===== config.mk =====
export PLATFORM = sky130hd
export DESIGN_NAME = sorted_triple_bitmap_encoder
export DESIGN_NICKNAME = d
export VERILOG_FILES = /design/src/rtl/stbe_pkg.sv /design/src/rtl/sorted_triple_bitmap_encoder.sv
export SDC_FILE = /design/constraint.sdc
export NUM_CORES = 1
export LEC_CHECK = 0
export BUFFER_PORTS_ARGS = -buffer_cell sky130_fd_sc_hd__buf_4
export CAP_MARGIN = 0
export CELL_PAD_IN_SITES_DETAIL_PLACEMENT = 2
export CELL_PAD_IN_SITES_GLOBAL_PLACEMENT = 2
export CORE_MARGIN = 2
export CORE_UTILIZATION = 43
export CTS_CLUSTER_DIAMETER = 80
export CTS_CLUSTER_SIZE = 30
export DETAILED_ROUTE_END_ITERATION = 16
export PLACE_DENSITY = 0.92
export SLEW_MARGIN = 20
export SYNTH_ARGS = -nofsm -noshare
export SYNTH_HDL_FRONTEND = slang
export SYNTH_SLANG_ARGS = --single-unit
export TNS_END_PERCENT = 5

===== constraint.sdc =====
create_clock -name clk -period 8.15 [get_ports clk]
set_input_delay 1.63 -clock clk [delete_from_list [all_inputs] [get_ports clk]]
set_output_delay 1.63 -clock clk [all_outputs]
set_load 0.005 [all_outputs]

===== src/rtl/stbe_pkg.sv =====
// Shared types, status codes and widths for the sorted triple bitmap encoder.
package stbe_pkg;

    localparam int ID_BITS    = 32;
    localparam int FIELD_BITS = 32;
    localparam int ID_W       = (ID_BITS < FIELD_BITS) ? ID_BITS : FIELD_BITS;

    localparam logic ACT_TRIPLE = 1'b0;
    localparam logic ACT_FINISH = 1'b1;

    localparam logic [2:0] ST_OK         = 3'd0;
    localparam logic [2:0] ST_ZERO_SKIP  = 3'd1;
    localparam logic [2:0] ST_SUBJ_GAP   = 3'd2;
    localparam logic [2:0] ST_PRED_DECR  = 3'd3;
    localparam logic [2:0] ST_OBJ_ORDER  = 3'd4;
    localparam logic [2:0] ST_HALTED     = 3'd5;

    typedef struct packed {
        logic                  action;
        logic [FIELD_BITS-1:0] subject_id;
        logic [FIELD_BITS-1:0] predicate_id;
        logic [FIELD_BITS-1:0] object_id;
    } req_t;

    typedef struct packed {
        logic                  ybit_valid;
        logic                  ybit;
        logic                  yval_valid;
        logic [FIELD_BITS-1:0] yval;
        logic                  zbit_valid;
        logic                  zbit;
        logic                  zval_valid;
        logic [FIELD_BITS-1:0] zval;
        logic [2:0]            status;
    } res_t;

endpackage


===== src/rtl/sorted_triple_bitmap_encoder.sv =====
// Top level of the sorted triple bitmap encoder: request register, check logic, result register.
//
//   channel | valid     | stall     | payload
//   --------+-----------+-----------+--------------------------------------
//   request | req_valid | req_stall | req_data (action, subject/pred/object)
//   result  | res_valid | res_stall | res_data (bitmap bits, values, status)
//
// Each request yields exactly one result; it passes through the request register and then the result register.
// One request is taken every cycle while the result side does not stall.
// The compare against the previous triple sits between the request and result registers.
// Reset clears the stored triple, the seen flag and the halt flag.
// A result stall holds the result register and backs up into req_stall.
module sorted_triple_bitmap_encoder (
    input  logic          clk,
    input  logic          rst_n,
    input  logic          req_valid,
    output logic          req_stall,
    input  stbe_pkg::req_t req_data,
    output logic          res_valid,
    input  logic          res_stall,
    output stbe_pkg::res_t res_data
);
    import stbe_pkg::*;

    logic            s1_valid_reg;
    req_t            s1_data_reg;
    logic            res_valid_reg;
    res_t            res_data_reg;
    res_t            res_data_next;
    logic [ID_W-1:0] prev_subject_reg;
    logic [ID_W-1:0] prev_predicate_reg;
    logic [ID_W-1:0] prev_object_reg;
    logic            seen_any_reg;
    logic            halted_reg;

    logic            advance;
    logic            upd;
    logic            halt_set;
    logic [ID_W-1:0] x;
    logic [ID_W-1:0] y;
    logic [ID_W-1:0] z;
    logic [ID_W-1:0] subj_succ;

    assign advance   = s1_valid_reg && (!res_valid_reg || !res_stall);
    assign req_stall = s1_valid_reg && !advance;
    assign res_valid = res_valid_reg;
    assign res_data  = res_data_reg;

    assign x         = s1_data_reg.subject_id[ID_W-1:0];
    assign y         = s1_data_reg.predicate_id[ID_W-1:0];
    assign z         = s1_data_reg.object_id[ID_W-1:0];
    assign subj_succ = prev_subject_reg + ID_W'(1);

    always_comb
    begin
        res_data_next = '0;
        upd           = 1'b0;
        halt_set      = 1'b0;
        res_data_next.status = ST_OK;
        if (halted_reg)
        begin
            res_data_next.status = ST_HALTED;
        end
        else if (s1_data_reg.action == ACT_FINISH)
        begin
            // append closing bits only when a triple went through
            res_data_next.ybit_valid = seen_any_reg;
            res_data_next.ybit       = seen_any_reg;
            res_data_next.zbit_valid = seen_any_reg;
            res_data_next.zbit       = seen_any_reg;
            halt_set                 = 1'b1;
        end
        else if (x == '0 || y == '0 || z == '0)
        begin
            res_data_next.status = ST_ZERO_SKIP;
        end
        else if (!seen_any_reg)
        begin
            res_data_next.yval_valid = 1'b1;
            res_data_next.yval       = FIELD_BITS'(y);
            res_data_next.zval_valid = 1'b1;
            res_data_next.zval       = FIELD_BITS'(z);
            upd                      = 1'b1;
        end
        else if (x != prev_subject_reg)
        begin
            if (x != subj_succ)
            begin
                res_data_next.status = ST_SUBJ_GAP;
                halt_set             = 1'b1;
            end
            else
            begin
                res_data_next.ybit_valid = 1'b1;
                res_data_next.ybit       = 1'b1;
                res_data_next.yval_valid = 1'b1;
                res_data_next.yval       = FIELD_BITS'(y);
                res_data_next.zbit_valid = 1'b1;
                res_data_next.zbit       = 1'b1;
                res_data_next.zval_valid = 1'b1;
                res_data_next.zval       = FIELD_BITS'(z);
                upd                      = 1'b1;
            end
        end
        else if (y != prev_predicate_reg)
        begin
            if (y < prev_predicate_reg)
            begin
                res_data_next.status = ST_PRED_DECR;
                halt_set             = 1'b1;
            end
            else
            begin
                res_data_next.ybit_valid = 1'b1;
                res_data_next.yval_valid = 1'b1;
                res_data_next.yval       = FIELD_BITS'(y);
                res_data_next.zbit_valid = 1'b1;
                res_data_next.zbit       = 1'b1;
                res_data_next.zval_valid = 1'b1;
                res_data_next.zval       = FIELD_BITS'(z);
                upd                      = 1'b1;
            end
        end
        else if (z <= prev_object_reg)
        begin
            res_data_next.status = ST_OBJ_ORDER;
            halt_set             = 1'b1;
        end
        else
        begin
            res_data_next.zbit_valid = 1'b1;
            res_data_next.zval_valid = 1'b1;
            res_data_next.zval       = FIELD_BITS'(z);
            upd                      = 1'b1;
        end
    end

    always_ff @(posedge clk or negedge rst_n)
    begin
        if (!rst_n)
        begin
            s1_valid_reg       <= 1'b0;
            res_valid_reg      <= 1'b0;
            prev_subject_reg   <= '0;
            prev_predicate_reg <= '0;
            prev_object_reg    <= '0;
            seen_any_reg       <= 1'b0;
            halted_reg         <= 1'b0;
        end
        else
        begin
            if (!req_stall)
            begin
                s1_valid_reg <= req_valid;
            end
            if (advance)
            begin
                res_valid_reg <= 1'b1;
            end
            else if (!res_stall)
            begin
                res_valid_reg <= 1'b0;
            end
            if (advance && upd)
            begin
                prev_subject_reg   <= x;
                prev_predicate_reg <= y;
                prev_object_reg    <= z;
                seen_any_reg       <= 1'b1;
            end
            if (advance && halt_set)
            begin
                halted_reg <= 1'b1;
            end
        end
    end

    // payload registers: load on request accept / advance
    always_ff @(posedge clk)
    begin
        if (req_valid && !req_stall)
        begin
            s1_data_reg <= req_data;
        end
        if (advance)
        begin
            res_data_reg <= res_data_next;
        end
    end

    a_halt_sticky: assert property (@(posedge clk) disable iff (!rst_n)
        halted_reg |=> halted_reg)
        else $error("halt flag dropped without reset");

    a_error_halts: assert property (@(posedge clk) disable iff (!rst_n)
        (advance && (res_data_next.status == ST_SUBJ_GAP
                     || res_data_next.status == ST_PRED_DECR
                     || res_data_next.status == ST_OBJ_ORDER)) |=> halted_reg)
        else $error("order error did not halt the encoder");

    a_halted_reports: assert property (@(posedge clk) disable iff (!rst_n)
        (advance && halted_reg) |=> (res_data_reg.status == ST_HALTED
                                     && !res_data_reg.yval_valid
                                     && !res_data_reg.zval_valid))
        else $error("halted encoder produced appends");

    a_stall_cause: assert property (@(posedge clk) disable iff (!rst_n)
        req_stall |-> (s1_valid_reg && res_valid_reg && res_stall))
        else $error("request stalled without a blocked result");

    a_seen_before_bits: assert property (@(posedge clk) disable iff (!rst_n)
        (advance && !seen_any_reg) |-> (!res_data_next.ybit_valid
                                        && !res_data_next.zbit_valid))
        else $error("bitmap bit before the first triple");

endmodule


==> reports/results.ini, run 1 <==
[status]
status=finished, final reports clean

[die]
die_h_um=175.7
start_util_pct=43.90
die_width_um=175.7
die_area_mm2=0.03085
core_mm2=0.02886
ios=176
rows=62

[sta]
fin_crit_sh_pct=53.42
whs_ns=0.5197
fmax_mhz=229.7
fin_skew_ns=0.03148
relSlewSlack_pct=28.99
period_needed_ns=4.354
slew_violations=0
setup_tns_ns=0
rsz0062_at_grt=no
hold_viol_final=0
setup_violations=0
worst_pin_slew_ns=1.065

[global_route]
track_usage_pct=26.11
grt_pass1_wl_um=60800
gr-total-overflow=0
grt_max_degree=77
antenna_found_initial=2
grt_pass1_vias=10000

[layout]
nFillCells=2757
largest_reg_flops=72
area_growth_pct=17.59
final_util_pct=51.63
final_cells=1492
nets=1264
drive_gt1_share_pct=28.93

[clock_network]
cts_resized=0
clock_latency_ns=0.53
path_clk_slew_ns=0.11
post_cts_buffers=0
clock_path_buffers=3
htreeDepth=1
cts_root_buf=clkbuf_16
cts_tree=built
cts_inserted_buffers=15
cts_sinks=269
holdBufCountCts=0

[drt]
drt_iter0_drc=511
wl_met1_um=15090
routedWlPerCell_um=26.65
remaining_drc_errors=0
vias=8566
postRouteAntennaNets=0
viasPerCell=5.741
highest-signal-layer=met4
met3_length_um=1715
wl_met2_um=21440
routed_wl_um=39760
drt_first_pass_iters=5

[logic_synthesis]
syn_avg_cell_area_um2=13.61
seq_area_frac_synth_pct=59.81
ys_ff_latch=269
ys_warn_count=0
synthTopCellsByArea=edfxtp_1 (40%), dfrtp_1 (20%), ha_1 (6.4%), mux2_2 (5.1%), mux2_4 (4.6%)
synth_top_cell_by_area=edfxtp_1
synthFlopType=edfxtp_1
syn_area_mm2=0.01267
synth_edf_count=169
ys_types=69
syn_nets=1097
ys_top_cells_by_count=edfxtp_1 (169), dfrtp_1 (100), inv_1 (74), and3_1 (72), ha_1 (65)
ys_async_sr_fraction_pct=37.17
synth_top_area_share_pct=40.06
synth_cells=931
synth_most_common_cell=edfxtp_1

[setup_path]
crit_type=reg -> reg
crit_path_start_kind=flop
crit_path_end_kind=flop
reg2reg_slack_ns=3.80
cp.arrival_ns=4.75
critPathMaxFanout=48
ff2ff_path_depth=11
cp.required_ns=8.55

[placed_design]
port_buffers=175
dp_cells=1465
place.gp.congestion=0.8748
dp_hpwl_um=28750

[hold_path]
hold_path.class=reg -> reg
whs_path_depth=1

[pwr]
peakVddDrop_mv=0.2436
power_uw=3228
p_per_area_mw_per_mm2=216.7
p_leak_uw=0.006429

[run]
maxCapViolCount=0

==> layout by cell type, fill, tap and decap left out, types with 4 or more instances in the layout <==
cell type,instances
nand4b_1,4
mux2_2,57
o21bai_1,5
ha_1,65
nand4_1,36
xnor2_1,31
buf_4,180
nor4_1,32
nor3_1,7
a211oi_1,4
o21ai_0,10
dfrtp_1,100
and4_1,4
edfxtp_1,169
nor2_1,14
inv_1,73
nand2b_1,4
clkbuf_16,16
a21oi_1,34
a21o_1,4
xor2_1,13
and3_1,72
nand2_1,23
nor2b_1,9
mux2_4,39
nand3_1,23
==> final cells by class <==
type	instances	area, um2	area share (%)
diodes	2	5.005	0.03359
clock buffers	18	427.9	2.872
clock inverters	7	110.1	0.7391
inverters	74	277.8	1.864
multi-input cells	557	4657	31.26
flip-flops and latches	269	7577	50.86
well taps	384	480.5	3.225
repair buffers	181	1363	9.146
==> critical path: stages, from the launching register on <==
cell and delay, ns:
edfxtp_1 0.50, ha_1 0.38, nand4_1 0.19, nor3_1 0.12, a21boi_0 0.14, or4b_1 0.52, a2111o_1 0.44, a22oi_1 0.45
nand2_1 0.18, o21ai_4 0.16, buf_4 0.68, mux2_2 0.44
==> per-layer routing <==
metal  track usage, %  up-vias
li1                 -     3820
met2            49.28      267
met3            3.810       88
met5                0        -
met4            9.470        0
met1            29.88     4391
==> path summary, 6_finish.rpt <==
path	from	to
max reg2reg	y[10]$_DFFE_PP_	prev_predicate_reg[13]$_DFFE_PN0P_
min	prev_object_reg[9]$_DFFE_PN0P_	prev_object_reg[9]$_DFFE_PN0P_
min reg2reg	prev_object_reg[9]$_DFFE_PN0P_	prev_object_reg[9]$_DFFE_PN0P_
max in group asynchronous	rst_n	prev_predicate_reg[26]$_DFFE_PN0P_
max	y[10]$_DFFE_PP_	prev_predicate_reg[13]$_DFFE_PN0P_
min in group asynchronous	rst_n	prev_object_reg[6]$_DFFE_PN0P_
==> logic make-up (layout without fill, tap and decap cells) <==
logic type                 after synthesis  after routing  synth area share, %
DFF                                    269            269                59.81
buffers and inverters                  105            280                3.555
AOI/OAI and AO/OA                       91             91                4.711
and+or+nand+nor                        258            258                12.54
muxes                                   99             99                9.925
other                                    0              2                    0
xor gates and xnor gates                44             44                3.042
adders and majority gates               65             65                6.419
==> power breakdown <==
part | leakage [uW] | internal [uW] | switching, uW | total (uW)
Sequential | 0.00293 | 1600 | 149 | 1750
Combinational | 0.00324 | 268 | 307 | 575
Clock | 0.000259 | 404 | 503 | 907
==> metrics by stage <==
stage	worst slack, ns	instance area (um2)
after global routing	3.656	14900
after CTS	3.835	14890
final	3.796	14900
after global placement	4.244	14350
after detailed placement	3.986	14350
after floorplan	3.683	12670
Note: power is estimated with default switching activity, not from simulation.
==> run 2, diff against run 1 <==
--- a/config.mk
+++ b/config.mk
@@ -5,16 +5,17 @@
 export SDC_FILE = /design/constraint.sdc
 export NUM_CORES = 1
 export LEC_CHECK = 0
+export ABC_AREA = 1
 export BUFFER_PORTS_ARGS = -buffer_cell sky130_fd_sc_hd__buf_4
 export CAP_MARGIN = 0
 export CELL_PAD_IN_SITES_DETAIL_PLACEMENT = 2
 export CELL_PAD_IN_SITES_GLOBAL_PLACEMENT = 2
 export CORE_MARGIN = 2
-export CORE_UTILIZATION = 43
+export CORE_UTILIZATION = 33
 export CTS_CLUSTER_DIAMETER = 80
 export CTS_CLUSTER_SIZE = 30
 export DETAILED_ROUTE_END_ITERATION = 16
-export PLACE_DENSITY = 0.92
+export PLACE_DENSITY = 0.84
 export SLEW_MARGIN = 20
 export SYNTH_ARGS = -nofsm -noshare
 export SYNTH_HDL_FRONTEND = slang
==> constraint.sdc (replaced) <==
create_clock -name clk -period 3.6 [get_ports clk]
set_input_delay 0.72 -clock clk [delete_from_list [all_inputs] [get_ports clk]]
set_output_delay 0.72 -clock clk [all_outputs]
set_load 0.005 [all_outputs]
==> reports/results.ini, run 2 <==
[die]
die_h_um=204.7  ; +17%
start_util_pct=33.46  ; -10 points
rows=73  ; +18%
core_mm2=0.03973  ; +38%
die_area_mm2=0.04191  ; +36%
ios=176  ; unchanged
die_width_um=204.7  ; +17%

[sta]
worst_pin_slew_ns=0.7757  ; -0.2894 ns
fmax_mhz=329.6  ; +44%
fin_skew_ns=0.03673  ; +0.005255 ns
fin_crit_sh_pct=84.27  ; +31 points
slew_violations=0  ; unchanged
relSlewSlack_pct=48.28  ; +19 points
rsz0062_at_grt=no
setup_violations=0  ; unchanged
period_needed_ns=3.034  ; -1.320 ns
hold_viol_final=0  ; unchanged
setup_tns_ns=0  ; unchanged

[drt]
routed_wl_um=42610  ; +7.2%
remaining_drc_errors=0  ; unchanged
viasPerCell=4.982  ; -13%
drt_first_pass_iters=4  ; -1
routedWlPerCell_um=19.94  ; -25%
postRouteAntennaNets=0  ; unchanged
vias=10650  ; +24%
drt_iter0_drc=484  ; -5.3%

[status]
status=finished, final reports clean

[layout]
largest_reg_flops=72  ; unchanged
area_growth_pct=20.58
fin_area_mm2=0.01603  ; +7.6%
layout_commonest_cell=nand2_1
nets=1762  ; +39%
final_cell_mix=nand2_1 (427), inv_1 (190), buf_4 (184)
final_cells=2137  ; +43%
drive_gt1_share_pct=15.21  ; -14 points
final_util_pct=40.35  ; -11 points

[logic_synthesis]
synth_cells=1432  ; +54%
synth_top_area_share_pct=38.17  ; -1.9 points
syn_area_mm2=0.01330  ; +4.9%
ys_ff_latch=269  ; unchanged
syn_nets=1598  ; +46%
synth_top_cell_by_area=edfxtp_1
ys_async_sr_fraction_pct=37.17  ; unchanged
synth_most_common_cell=nand2_1
ys_warn_count=0  ; unchanged
synthFlopType=edfxtp_1
synth_edf_count=169  ; unchanged
ys_types=31  ; -55%
syn_avg_cell_area_um2=9.284  ; -32%
synthTopCellsByArea=edfxtp_1 (38%), dfrtp_1 (19%), nand2_1 (12%), ha_1 (6.1%), nand4_1 (6.0%)
seq_area_frac_synth_pct=56.99  ; -2.8 points
ys_top_cells_by_count=nand2_1 (427), inv_1 (191), edfxtp_1 (169), nor2_1 (155), nand4_1 (127)

[setup_path]
crit_path_end_kind=flop
cp.arrival_ns=3.52  ; -1.23 ns
critPathMaxFanout=38  ; -21%
cp.required_ns=4.09  ; -4.46 ns
ff2ff_path_depth=11  ; unchanged
crit_path_start_kind=flop
crit_type=reg -> reg

[pwr]
p_leak_uw=0.007209  ; +12%
p_per_area_mw_per_mm2=430.1  ; +98%
power_uw=6894  ; +110%
peakVddDrop_mv=0.3024  ; +24%

[clock_network]
cts_sinks=269  ; unchanged
cts_root_buf=clkbuf_16
clock_latency_ns=0.56  ; +0.03 ns
cts_inserted_buffers=21  ; +6
post_cts_buffers=0  ; unchanged
path_clk_slew_ns=0.09  ; -0.02 ns
clock_path_buffers=3  ; unchanged
htreeDepth=1  ; unchanged
cts_resized=0  ; unchanged
holdBufCountCts=0  ; unchanged
cts_tree=built

[placed_design]
port_buffers=175  ; unchanged
dp_cells=2098  ; +43%
place.gp.congestion=0.8257  ; -5.6%
dp_hpwl_um=30930  ; +7.6%
place_area_mm2=0.01525  ; +6.3%

[global_route]
grt_pass1_vias=12240  ; +22%
gr-total-overflow=0  ; unchanged
grt_pass1_wl_um=67810  ; +12%
track_usage_pct=20.70  ; -5.4 points
antenna_found_initial=1  ; -1
grt_max_degree=66  ; -14%

[hold_path]
hold_path.class=in -> async

[run]
maxCapViolCount=0  ; unchanged

-- run 2: changes by cell type in the layout (fill, tap and decap cells not counted), moves of 6 or more --
cell / previous run / this run
nand4_1: 36 / 127
nor2b_1: 9 / 0
nand2_1: 23 / 427
xnor2_1: 31 / 21
nor2_1: 14 / 155
buf_12: 0 / 6
inv_1: 73 / 190
mux2_4: 39 / 0
nor4_1: 32 / 9
mux2_2: 57 / 0
and3_1: 72 / 0
-- run 2: cell type report --
| type | instances | area (um2) |
|---|---|---|
| diodes | 1 | 2.502 |
| clock buffers | 21 | 525.5 |
| clock inverters | 17 | 254.0 |
| fillers | 4324 | 23700 |
| inverters | 191 | 719.4 |
| multi-input cells | 923 | 4795 |
| flip-flops and latches | 269 | 7577 |
| well taps | 525 | 656.9 |
| repair buffers | 190 | 1501 |
-- run 2: worst max-delay path, cell delays in order, from the launching register on --
cell      delay (ns)
edfxtp_1        0.47
inv_1           0.12
nand4_1         0.16
nor4_1          0.62
nand2_1         0.23
nand2_1         0.21
nor3_4          0.07
buf_4           0.28
nand3_4         0.16
buf_4           0.40
nand2_1         0.13
nand2_1         0.10
-- run 2: report_power, final --
part           internal, uW  switching (uW)  leakage [uW]  total, uW
logic                   278             400       0.00382        678
clock network          1250            1360      0.000365       2610
registers              3480             129       0.00302       3610
-- run 2: kinds of logic (layout without fill, tap and decap cells) --
group / Yosys count / after routing / share of synthesized area (%)
DFF: 269 / 269 / 56.99
and+or+nand+nor: 772 / 772 / 25.38
xor gates and xnor gates: 33 / 33 / 2.174
buffers and inverters: 240 / 419 / 7.190
adders and majority gates: 65 / 65 / 6.117
AOI/OAI and AO/OA: 53 / 53 / 2.146
other: 0 / 1 / 0
-- run 2: routing by layer --
metal  GRT usage (%)  part of all wire (%)  wire (um)  up-vias
met5          0.1190                     0          0        -
met4           4.891                   2.2        955        0
met3           3.675                   3.7       1566       59
met2           39.12                    54      22870      170
met1           24.03                    40      17220     5384
li1                -                     -          -     5033
-- run 2: worst paths after layout --
check	from	end	slack, ns
max in group asynchronous	rst_n	prev_subject_reg[16]$_DFFE_PN0P_	2.59
hold / removal	rst_n	prev_predicate_reg[9]$_DFFE_PN0P_	0.19
setup / recovery	y[2]$_DFFE_PP_	prev_object_reg[5]$_DFFE_PN0P_	0.57
setup reg to reg	y[2]$_DFFE_PP_	prev_object_reg[5]$_DFFE_PN0P_	0.57
min in group clk	req_data[38]	y[6]$_DFFE_PP_	0.33
hold reg to reg	prev_object_reg[1]$_DFFE_PN0P_	prev_object_reg[1]$_DFFE_PN0P_	0.48
-- run 2: per-stage QoR --
step | hold slack, ns | worst slack (ns)
3_5_place_dp | 0.4585 | 0.4857
4_1_cts | 0.2143 | 0.4548
3_3_place_gp | 0.4532 | 0.7128
2_1_floorplan | 0.4244 | 0.3051
6_report | 0.1944 | 0.5664
5_1_grt | 0.2222 | 0.1554
